<file path="config.mk">
export PLATFORM = sky130hd
export DESIGN_NAME = ir_remote_frame_script_encoder
export DESIGN_NICKNAME = d
export VERILOG_FILES = /design/src/hdl/irfse_pkg.sv /design/src/hdl/ir_remote_frame_script_encoder.sv /design/src/hdl/irfse_front.sv /design/src/hdl/irfse_queue.sv /design/src/hdl/irfse_back.sv
export SDC_FILE = /design/constraint.sdc
export NUM_CORES = 1
export LEC_CHECK = 0
export ABC_CLOCK_PERIOD_IN_PS = 4660
export BUFFER_PORTS_ARGS = -buffer_cell sky130_fd_sc_hd__buf_2
export CAP_MARGIN = 20
export CORE_MARGIN = 2
export CORE_UTILIZATION = 45
export CTS_CLUSTER_DIAMETER = 100
export DETAILED_ROUTE_END_ITERATION = 10
export PLACE_DENSITY = 0.72
export RECOVER_POWER = 25
export SLEW_MARGIN = 10
export SYNTH_ARGS = -nofsm -noshare
export SYNTH_HDL_FRONTEND = slang
export SYNTH_SLANG_ARGS = --single-unit
</file>
<file path="constraint.sdc">
create_clock -name clk -period 4.66 [get_ports clk]
set_input_delay 0.699 -clock clk [delete_from_list [all_inputs] [get_ports clk]]
set_output_delay 0.699 -clock clk [all_outputs]
set_load 0.03 [all_outputs]
</file>
<file path="src/hdl/irfse_pkg.sv">
// irfse_pkg: shared types, codes and byte tables of the infrared frame script encoder
// used by every module of the encoder; depends on nothing

package irfse_pkg;

	// protocol selector codes on the command port
	localparam logic [1:0] CMD_RC6  = 2'd0;
	localparam logic [1:0] CMD_SONY = 2'd1;
	localparam logic [1:0] CMD_NEC  = 2'd2;
	localparam logic [1:0] CMD_NONE = 2'd3;

	localparam int QUEUE_DEPTH = 2;
	localparam int QPTR_W      = $clog2(QUEUE_DEPTH);
	localparam int QCNT_W      = $clog2(QUEUE_DEPTH + 1);

	localparam int DATA_W = 32;
	localparam int STEP_W = 6;

	typedef enum logic [1:0] {
		KIND_RC6  = 2'd0,
		KIND_SONY = 2'd1,
		KIND_NEC  = 2'd2
	} kind_t;

	// one classified frame waiting for the back end
	typedef struct packed {
		kind_t             kind;
		logic              toggle;
		logic [DATA_W-1:0] data;
	} frame_t;

	// step ranges of each frame layout
	localparam logic [STEP_W-1:0] RC6_TOGGLE_STEP = 6'd5;
	localparam logic [STEP_W-1:0] RC6_DATA_FIRST  = 6'd6;
	localparam logic [STEP_W-1:0] RC6_DATA_LAST   = 6'd13;
	localparam logic [STEP_W-1:0] RC6_LAST_STEP   = 6'd17;
	localparam logic [STEP_W-1:0] SONY_DATA_FIRST = 6'd3;
	localparam logic [STEP_W-1:0] SONY_DATA_LAST  = 6'd12;
	localparam logic [STEP_W-1:0] SONY_LAST_STEP  = 6'd15;
	localparam logic [STEP_W-1:0] NEC_DATA_FIRST  = 6'd4;
	localparam logic [STEP_W-1:0] NEC_DATA_LAST   = 6'd35;
	localparam logic [STEP_W-1:0] NEC_LAST_STEP   = 6'd43;

	localparam logic [7:0] RC6_SYM [4]  = '{8'h58, 8'h68, 8'h98, 8'hA8};
	localparam logic [7:0] SONY_SYM [4] = '{8'hA8, 8'hD4, 8'hB4, 8'hDA};
	localparam logic [7:0] RC6_TOGGLE_ON  = 8'hC8;
	localparam logic [7:0] RC6_TOGGLE_OFF = 8'h38;
	localparam logic [7:0] NEC_ONE  = 8'h88;
	localparam logic [7:0] NEC_ZERO = 8'hA0;

	function automatic logic [STEP_W-1:0] last_step(kind_t kind);
		logic [STEP_W-1:0] s;
		unique case (kind)
			KIND_RC6:  s = RC6_LAST_STEP;
			KIND_SONY: s = SONY_LAST_STEP;
			KIND_NEC:  s = NEC_LAST_STEP;
			default:   s = RC6_LAST_STEP;
		endcase
		return s;
	endfunction

	function automatic logic is_data_step(kind_t kind, logic [STEP_W-1:0] step);
		logic d;
		unique case (kind)
			KIND_RC6:  d = (step >= RC6_DATA_FIRST) && (step <= RC6_DATA_LAST);
			KIND_SONY: d = (step >= SONY_DATA_FIRST) && (step <= SONY_DATA_LAST);
			KIND_NEC:  d = (step >= NEC_DATA_FIRST) && (step <= NEC_DATA_LAST);
			default:   d = 1'b0;
		endcase
		return d;
	endfunction

	// fixed header and trailer bytes, indexed by step
	function automatic logic [7:0] fixed_byte(kind_t kind, logic [STEP_W-1:0] step);
		logic [7:0] b;
		b = 8'h00;
		unique case (kind)
			KIND_RC6: begin
				unique case (step)
					6'd0:    b = 8'h5D;
					6'd1:    b = 8'h10;
					6'd2:    b = 8'hFE;
					6'd3:    b = 8'h28;
					6'd4:    b = 8'h56;
					6'd14:   b = 8'h65;
					6'd15:   b = 8'h65;
					6'd16:   b = 8'h80;
					6'd17:   b = 8'h0E;
					default: b = 8'h00;
				endcase
			end
			KIND_SONY: begin
				unique case (step)
					6'd0:    b = 8'h53;
					6'd1:    b = 8'h18;
					6'd2:    b = 8'hF4;
					6'd13:   b = 8'h27;
					6'd14:   b = 8'h80;
					6'd15:   b = 8'h0C;
					default: b = 8'h00;
				endcase
			end
			KIND_NEC: begin
				unique case (step)
					6'd0:    b = 8'h58;
					6'd1:    b = 8'h15;
					6'd2:    b = 8'hA1;
					6'd3:    b = 8'h11;
					6'd36:   b = 8'h82;
					6'd37:   b = 8'h7F;
					6'd38:   b = 8'hA1;
					6'd39:   b = 8'hA0;
					6'd40:   b = 8'h6D;
					6'd41:   b = 8'h6D;
					6'd42:   b = 8'h80;
					6'd43:   b = 8'h05;
					default: b = 8'h00;
				endcase
			end
			default: b = 8'h00;
		endcase
		return b;
	endfunction

	// byte for one step; sym is the low end of the data shifter
	function automatic logic [7:0] frame_byte(kind_t kind, logic [STEP_W-1:0] step,
			logic toggle, logic [1:0] sym);
		logic [7:0] b;
		if (kind == KIND_RC6 && step == RC6_TOGGLE_STEP) begin
			b = toggle ? RC6_TOGGLE_ON : RC6_TOGGLE_OFF;
		end else if (is_data_step(kind, step)) begin
			unique case (kind)
				KIND_RC6:  b = RC6_SYM[sym];
				KIND_SONY: b = SONY_SYM[sym];
				KIND_NEC:  b = sym[0] ? NEC_ONE : NEC_ZERO;
				default:   b = 8'h00;
			endcase
		end else begin
			b = fixed_byte(kind, step);
		end
		return b;
	endfunction

endpackage

</file>
<file path="src/hdl/ir_remote_frame_script_encoder.sv">
// ir_remote_frame_script_encoder: top level of the infrared frame script encoder
// joins front, frame queue and byte sequencer; depends on irfse_pkg and the irfse modules
//
//   channel   handshake            payload
//   input     in_valid / in_stall  command, address, key_code, extension
//   output    out_valid/out_stall  script_byte, last
//
// one script byte per cycle while the output is not stalled: an rc6 frame has 18 bytes,
// sony 16, nec 44; between frames the sequencer goes idle to load the next one from the queue
// the queue holds two frames, so key presses are taken while a frame is sent
// a selector of 3 is taken and dropped without any byte
// output stall holds the byte register; the sequencer waits behind it
// arst_n clears the toggle, the queue and the sequencer

module ir_remote_frame_script_encoder (
	input  logic       clk,
	input  logic       arst_n,
	input  logic       in_valid,
	output logic       in_stall,
	input  logic [1:0] command,
	input  logic [7:0] address,
	input  logic [7:0] key_code,
	input  logic [7:0] extension,
	output logic       out_valid,
	input  logic       out_stall,
	output logic [7:0] script_byte,
	output logic       last
);
	import irfse_pkg::*;

	frame_t push_frame;
	frame_t pop_frame;
	logic   q_push;
	logic   q_ready;
	logic   q_pop;
	logic   q_valid;

	irfse_front u_front (
		.clk       (clk),
		.arst_n    (arst_n),
		.in_valid  (in_valid),
		.in_stall  (in_stall),
		.command   (command),
		.address   (address),
		.key_code  (key_code),
		.extension (extension),
		.q_ready   (q_ready),
		.q_push    (q_push),
		.q_frame   (push_frame)
	);

	irfse_queue u_queue (
		.clk        (clk),
		.arst_n     (arst_n),
		.push       (q_push),
		.push_frame (push_frame),
		.ready      (q_ready),
		.pop        (q_pop),
		.valid      (q_valid),
		.pop_frame  (pop_frame)
	);

	irfse_back u_back (
		.clk         (clk),
		.arst_n      (arst_n),
		.q_valid     (q_valid),
		.q_frame     (pop_frame),
		.q_pop       (q_pop),
		.out_valid   (out_valid),
		.out_stall   (out_stall),
		.script_byte (script_byte),
		.last        (last)
	);

endmodule

</file>
<file path="src/hdl/irfse_front.sv">
// irfse_front: accepts key presses, keeps the rc6 toggle and packs each frame's data
// so that the back end always shifts toward the lsb; depends on irfse_pkg

module irfse_front (
	input  logic                  clk,
	input  logic                  arst_n,
	input  logic                  in_valid,
	output logic                  in_stall,
	input  logic [1:0]            command,
	input  logic [7:0]            address,
	input  logic [7:0]            key_code,
	input  logic [7:0]            extension,
	input  logic                  q_ready,
	output logic                  q_push,
	output irfse_pkg::frame_t     q_frame
);
	import irfse_pkg::*;

	logic        rc6_toggle_q;
	logic        accept;
	logic [15:0] rc6_word;
	logic [DATA_W-1:0] rc6_data;

	assign in_stall = !q_ready;
	assign accept   = in_valid && q_ready;
	assign q_push   = accept && (command != CMD_NONE);

	// rc6 goes out msb first two bits at a time: reverse the pair order
	assign rc6_word = {address, key_code};
	always_comb begin
		rc6_data = '0;
		for (int i = 0; i < 8; i++) begin
			rc6_data[2*i +: 2] = rc6_word[15 - 2*i -: 2];
		end
	end

	always_comb begin
		q_frame.kind   = KIND_RC6;
		q_frame.toggle = !rc6_toggle_q;
		q_frame.data   = rc6_data;
		unique case (command)
			CMD_SONY: begin
				q_frame.kind = KIND_SONY;
				q_frame.data = {12'd0, extension, address[4:0], key_code[6:0]};
			end
			CMD_NEC: begin
				q_frame.kind = KIND_NEC;
				q_frame.data = {~key_code, key_code, ~address, address};
			end
			default: begin
				q_frame.kind = KIND_RC6;
			end
		endcase
	end

	always_ff @(posedge clk or negedge arst_n) begin
		if (!arst_n) begin
			rc6_toggle_q <= 1'b0;
		end else if (accept && command == CMD_RC6) begin
			rc6_toggle_q <= !rc6_toggle_q;
		end
	end

endmodule

</file>
<file path="src/hdl/irfse_queue.sv">
// irfse_queue: small frame queue between the front and the back end
// depends on irfse_pkg for the frame type and depth

module irfse_queue (
	input  logic              clk,
	input  logic              arst_n,
	input  logic              push,
	input  irfse_pkg::frame_t push_frame,
	output logic              ready,
	input  logic              pop,
	output logic              valid,
	output irfse_pkg::frame_t pop_frame
);
	import irfse_pkg::*;

	frame_t              mem_q [QUEUE_DEPTH];
	logic [QPTR_W-1:0]   wr_ptr_q;
	logic [QPTR_W-1:0]   rd_ptr_q;
	logic [QCNT_W-1:0]   count_q;

	assign ready     = count_q != QCNT_W'(QUEUE_DEPTH);
	assign valid     = count_q != '0;
	assign pop_frame = mem_q[rd_ptr_q];

	always_ff @(posedge clk) begin
		if (push) begin
			mem_q[wr_ptr_q] <= push_frame;
		end
	end

	always_ff @(posedge clk or negedge arst_n) begin
		if (!arst_n) begin
			wr_ptr_q <= '0;
			rd_ptr_q <= '0;
			count_q  <= '0;
		end else begin
			if (push) begin
				wr_ptr_q <= wr_ptr_q + 1'b1;
			end
			if (pop) begin
				rd_ptr_q <= rd_ptr_q + 1'b1;
			end
			unique case ({push, pop})
				2'b10:   count_q <= count_q + 1'b1;
				2'b01:   count_q <= count_q - 1'b1;
				default: count_q <= count_q;
			endcase
		end
	end

endmodule

</file>
<file path="src/hdl/irfse_back.sv">
// irfse_back: byte sequencer that walks one frame's layout and feeds the output register
// depends on irfse_pkg for the frame type and the byte tables

module irfse_back (
	input  logic              clk,
	input  logic              arst_n,
	input  logic              q_valid,
	input  irfse_pkg::frame_t q_frame,
	output logic              q_pop,
	output logic              out_valid,
	input  logic              out_stall,
	output logic [7:0]        script_byte,
	output logic              last
);
	import irfse_pkg::*;

	typedef enum logic [1:0] {
		ST_IDLE = 2'b01,
		ST_RUN  = 2'b10
	} state_t;

	state_t            state_q;
	kind_t             kind_q;
	logic              toggle_q;
	logic [DATA_W-1:0] sh_q;
	logic [STEP_W-1:0] step_q;
	logic              out_valid_q;
	logic [7:0]        byte_q;
	logic              last_q;

	logic              advance;
	logic              at_last;
	logic              data_step;

	assign q_pop     = (state_q == ST_IDLE) && q_valid;
	assign advance   = (state_q == ST_RUN) && (!out_valid_q || !out_stall);
	assign at_last   = step_q == last_step(kind_q);
	assign data_step = is_data_step(kind_q, step_q);

	assign out_valid   = out_valid_q;
	assign script_byte = byte_q;
	assign last        = last_q;

	always_ff @(posedge clk) begin
		if (q_pop) begin
			kind_q   <= q_frame.kind;
			toggle_q <= q_frame.toggle;
			sh_q     <= q_frame.data;
		end else if (advance && data_step) begin
			// nec spends one bit per byte, the others a two-bit symbol
			sh_q <= (kind_q == KIND_NEC) ? (sh_q >> 1) : (sh_q >> 2);
		end
		if (advance) begin
			byte_q <= frame_byte(kind_q, step_q, toggle_q, sh_q[1:0]);
			last_q <= at_last;
		end
	end

	always_ff @(posedge clk or negedge arst_n) begin
		if (!arst_n) begin
			state_q     <= ST_IDLE;
			step_q      <= '0;
			out_valid_q <= 1'b0;
		end else begin
			unique case (state_q)
				ST_IDLE: begin
					if (q_valid) begin
						state_q <= ST_RUN;
						step_q  <= '0;
					end
				end
				ST_RUN: begin
					if (advance) begin
						step_q <= step_q + 1'b1;
						if (at_last) begin
							state_q <= ST_IDLE;
						end
					end
				end
				default: state_q <= ST_IDLE;
			endcase
			if (advance) begin
				out_valid_q <= 1'b1;
			end else if (!out_stall) begin
				out_valid_q <= 1'b0;
			end
		end
	end

endmodule

</file>
# == Yosys cells after proc, flatten, opt, wreduce, memory -nomap -nowiden ==
# Memory sizes are Yosys's and may differ from the RTL's.
# Index checks and enable logic that the tools add are counted.
# totals
reg_bits,58
latchBits,0
ramBits,70
mem_bits_ro,256
input_bits,30
output_inout_bits,11
elab_cells,121
memories,2
# mem_list
name,depth,word_bits,rd,rd_ports_with_merged_regs,write_ports,line,source
(name not given),32,8,1,0,0,irfse_pkg.sv:79,unique case (step)
u_queue.mem_q,2,35,1,0,1,irfse_queue.sv:16,frame_t mem_q [QUEUE_DEPTH];
# classes
add_sub_neg,5
mul,0
n_div,0
order_cmp,7
eq_ne,30
shift,0
mux,36
bitwise,3
n_reduce_logical,26
# ops
cell,count
8-bit one-hot mux with 10 select lines,1
32-bit 2-to-1 mux,2
8-bit 2-to-1 mux,8
32-bit one-hot mux with 2 select lines,1
"6-bit equality test, second input constant",8
8-bit one-hot mux with 3 select lines,2
8-bit one-hot mux with 6 select lines,1
8-bit binary-select mux with 2-bit select,2
31-bit 2-to-1 mux,1
6-bit one-hot mux with 2 select lines,2
"6-bit by 4-bit equality test with 1-bit output, second input constant",3
6-bit 2-to-1 mux,3
8-bit inverter,2
"6-bit by 2-bit equality test with 1-bit output, second input constant",2
"6-bit by 3-bit >= comparator with 1-bit output, second input constant",2
"6-bit by 4-bit less-or-equal comparator with 1-bit output, second input constant",2
2-bit one-hot mux with 2 select lines,3
1-bit logical AND,10
"2-bit by 1-bit equality test with 1-bit output, second input constant",4
"2-bit equality test, second input constant",4
"2-bit by 1-bit inequality test with 1-bit output, second input constant",4
2-bit nonzero test,4
"6-bit by 1-bit adder with 6-bit output, second input constant",1
"6-bit by 1-bit equality test with 1-bit output, second input constant",1
other kinds (19),34

# == Longest topological paths before layout ==
# depth
word_depth,7
ltp_mapped,9
depth_no_buf,8

# == Modules after synthesis ==
# Synthesis repeated with hierarchy kept, for this count alone.
# unflattened
cells_unflattened,584
area_unflattened_um2,7000.5
# by_module_without_submodules
mod,n_inst,cells_per_inst,area_per_inst_um2,seq_area_each_um2
irfse_back,1,359,3504.6,1547.7
irfse_queue,1,125,2862.7,2202.1
irfse_front,1,100,633.1,25.0

# == Least setup slack after synthesis ==
# Ideal clock, no wire load.
# synth_path
path_kind,input -> register
from,input command[0]
to,memory u_queue.mem_q[0][0] (netlist bit) (enable)
setup_time_ns,0.427
t_arrival_ns,2.599
t_required_ns,4.233
slack_ns,1.634
cell_stages,3
path_buffers,0
path_cell_list,ha_1 > nand3b_1 > nor2_1
# synth_via
elab_chain_cells,4
# synth_rtl
element,line,source
from (decl),ir_remote_frame_script_encoder.sv:20,"input logic [1:0] command,"
2-bit inequality test,irfse_front.sv:26,assign q_push = accept && (command != CMD_NONE);
1-bit logical AND,irfse_front.sv:26,
1-bit 2-to-1 mux,irfse_queue.sv:26,if (push) begin
1-bit 2-to-1 mux (implied by the code),irfse_queue.sv:27,mem_q[wr_ptr_q] <= push_frame;
to (decl),irfse_queue.sv:16,
# Every way passes these cells.

# == Worst setup path after layout ==
# layout_path
from,register u_back.step_q[0]
to,register u_back.sh_q[28] (enable)
# layout_via
elab_chain_cells,5
word_cells_on_any_way,12
cone_classes,order compare (6); mux (1); reduce/logical (5)
# layout_rtl
element,line,source
from (decl),irfse_back.sv:26,logic [STEP_W-1:0] step_q;
from (signal assigned),irfse_back.sv:74,step_q <= step_q + 1'b1;
6-bit by 3-bit >= comparator with 1-bit output (tied with other cells),irfse_pkg.sv:67,KIND_NEC: d = (step >= NEC_DATA_FIRST) && (step <= NEC_DATA_LAST);
"1-bit logical AND, on equally long branches","irfse_pkg.sv:67, irfse_pkg.sv:65, irfse_pkg.sv:66",
1-bit one-hot mux with 3 select lines (*),irfse_pkg.sv:64,unique case (kind)
1-bit logical AND (*),irfse_back.sv:49,end else if (advance && data_step) begin
2-bit nonzero test (no line) (*),n/a,
to (signal assigned),irfse_back.sv:48,sh_q <= q_frame.data;
to (signal assigned),irfse_back.sv:51,sh_q <= (kind_q == KIND_NEC) ? (sh_q >> 1) : (sh_q >> 2);
to (decl),irfse_back.sv:25,logic [DATA_W-1:0] sh_q;
# Mark *: on every way between the ends. The rest lies on a longest branch, timed or not.
# A chain may end at the register's enable or synchronous reset.

==> out/metrics.cfg <==
[run_status]
status = finished with violations
violations = capacitance limit, slew limit

[drt]
route.vias.total = 4639
dr.first_iter.drc_count = 430
top_layer = met4
drt-met1-wl_mm = 6.43
wire_per_inst_um = 18.0
vias_per_cell = 5.78
drt-pass1-iter-count = 6
wl_mm = 14.5
route.detailed.drc = 0
antenna_left = 0
route.met2.wl_mm = 7.04
met3WireLength_um = 527

[sta]
rsz0062_at_grt = false
tns_ns = 0
finalHoldViolCount = 0
setup_viol = 0
period_share = 0.679
fin_crit_ns = 3.17
skew_ns = 0.0131
slew_headroom = -0.202
report.final.slew_viol_count = 43
timing.fmax_ghz = 0.316
tightest_slew_ns = 1.80

[logic_synthesis]
ys_seq_elements = 128
yosys_warnings = 0
yosys-top-cells-count = edfxtp_1, a21oi_1, nor2b_1
synth_edf_count = 114
synth_area_um2 = 6740
synth.top_cell.area_share = 0.508
yosysMostFrequentCell = edfxtp_1
synth-main-ff-cell = edfxtp_1
synth.avg_cell_area_um2 = 11.6
ys_seq_area_frac = 0.560
async_flop_share = 0.109
ys_types = 61
yosysTopAreaCell = edfxtp_1
syn_nets = 634
postSynthCellCount = 582
ys_top_cells_by_area = edfxtp_1, mux2i_1, dfrtp_1, nor2b_1, a21oi_1

[die]
die_area_um2 = 16000
initial_core_util = 0.462
rows = 44
die_w_um = 126
core-area_um2 = 14600
die_h_um = 126
io_pins = 41

[clocking]
cts_hold_buf = 0
cts_setup_buffers = 0
ctsLongestPathBuffers = 2
cts_buffers = 17
h-tree-depth = 4
cts_tree = done
cts_resized = 0
insertion_delay_ns = 0.42
clkSinkCount = 128
clock-root-buffer = clkbuf_16
clk_pin_slew_ns = 0.06

[power_and_ir_drop]
cellPowerDensity_nw_per_um2 = 671
vdd_ir_drop_max_uv = 347
p_clk_frac = 0.263
finalPower_w = 0.00512
switching_share = 0.360
p_sw_w = 0.00185
internal-power_w = 0.00327
combPwrFrac = 0.345
seq_power_share = 0.391
p_leak_nw = 2.72

[finish]
diodes = 0
drive_gt1_frac = 0.123
final_nets = 658
fillers = 1279
syn2layout_area_growth_pct = 13.3

[setup_path]
worstPathMaxFanout = 32
crit_chain = inv_1, ha_1, nor4bb_1, a221o_1, a21oi_2, a31o_1, buf_4
start_kind = register
critPathBufInv = 2
cp_top_family = compound AO/OA/AOI/OAI gates
cp.required_ns = 4.72
max_stage_delay_ns = 0.55
cp-end-kind = register
critical_path.slowest_cell = a21oi_2
worstPathArrival_ns = 3.22
crit_type = reg -> reg

[worst_hold_path]
hold_path_class = in -> async

[global_routing]
antenna_found_initial = 0
grt_pass1_wl_mm = 23.8
grtUsageTotal = 0.188
grt_pass1_vias = 4713
grt.overflow.total = 0
grt_max_degree = 67

[placement]
port-buffer-count = 40
gpl.final_weighted_congestion = 0.929
dp_hpwl_mm = 9.58

[run]
max_cap_viol_count = 1

-- final timing paths --
check	slack [ns]	cells after the start	from	endpoint
worst min register to register	0.49	1	u_front.rc6_toggle_q	u_front.rc6_toggle_q
worst min-delay path	0.33	1	arst_n	u_front.rc6_toggle_q
worst max register to register	1.49	7	u_back.step_q[0]	u_back.sh_q[28]
max in group asynchronous	3.85	1	arst_n	u_back.step_q[5]
min in group clk	0.49	1	u_front.rc6_toggle_q	u_front.rc6_toggle_q
worst max-delay path	1.49	7	u_back.step_q[0]	u_back.sh_q[28]
-- per-layer routing --
metal | vias up | global-route usage
met4 | 0 | 0.0821
met3 | 41 | 0.0443
li1 | 2234 | -
met2 | 122 | 0.303
met1 | 2242 | 0.244
met5 | - | 0
-- layout by cell type, fill, tap and decap left out, types with 21 or more instances in the layout --
| cell | netlist | layout |
|---|---|---|
| edfxtp_1 | 114 | 114 |
| a21oi_1 | 57 | 57 |
| nor2b_1 | 46 | 46 |
| mux2i_1 | 34 | 34 |
| a211oi_1 | 33 | 33 |
| inv_1 | 27 | 27 |
| nor2_1 | 29 | 27 |
| buf_2 | 6 | 27 |
| a22oi_1 | 23 | 23 |
| nand2_1 | 23 | 23 |
| ha_1 | 22 | 21 |
-- state kept, by name (all words and copies together), names as in the netlist --
name,cells
u_back.kind_q,2
u_back.state_q,2
u_back.last,1
u_back.out_valid,1
u_back.script_byte,8
u_back.sh_q,32
u_back.toggle_q,1
u_queue.wr_ptr_q,1
u_back.step_q,6
u_queue.count_q,2
u_front.rc6_toggle_q,1
u_queue.rd_ptr_q,1
u_queue.mem_q,70
-- worst register-to-register path: cells and delay by family, from the launching register on --
kind                       cells  cell delay [ns]
AOI/OAI and AO/OA              3             1.10
buffers and inverters          2             0.61
adders and majority gates      1             0.49
DFF                            1             0.46
and+or+nand+nor                1             0.13
-- power by group through the flow --
stage	combinational [W]	sequential, W	clock (W)
after floorplan	0.00132	0.00199	0
after global placement	0.00167	0.00206	0
after detailed placement	0.00171	0.00208	0
after CTS	0.00172	0.00206	0.00137
after global routing	0.00196	0.00205	0.00142
final	0.00177	0.00200	0.00135
-- cells by family (layout without fill, tap and decap cells) --
kind of cell	Yosys count	in the layout	synth area share
AO/OA/AOI/OAI	168	168	0.166
AND/OR/NAND/NOR	148	148	0.120
flip-flops	128	128	0.560
buffers and inverters	69	106	0.0440
multiplexers	38	38	0.0572
adder cells (fa/ha/maj)	22	22	0.0408
XOR/XNOR	9	9	0.0117
-- stage by stage --
stage / setup WS (ns) / instance area [um^2] / hold slack, ns / util / std cells
finish: 1.49 / 7630 / 0.330 / 0.523 / 803
global route: 1.21 / 7630 / 0.386 / 0.523 / 803
CTS: 1.52 / 7640 / 0.163 / 0.524 / 801
detailed placement: 1.54 / 7030 / 0.484 / 0.482 / 769
global placement: 1.62 / 7030 / 0.470 / 0.482 / 769
floorplan: 1.63 / 6740 / 0.403 / - / 582
-- final cells by class --
type | instances | area (um^2) | share of cell area
Clock buffer | 17 | 425 | 0.0557
Clock inverter | 15 | 185 | 0.0243
Tap cell | 184 | 230 | 0.0302
Multi-Input combinational cell | 385 | 2690 | 0.352
Timing Repair Buffer | 47 | 229 | 0.0300
Sequential cell | 128 | 3770 | 0.495
Inverter | 27 | 101 | 0.0133
No activity file was read; power rests on OpenSTA's default activity.
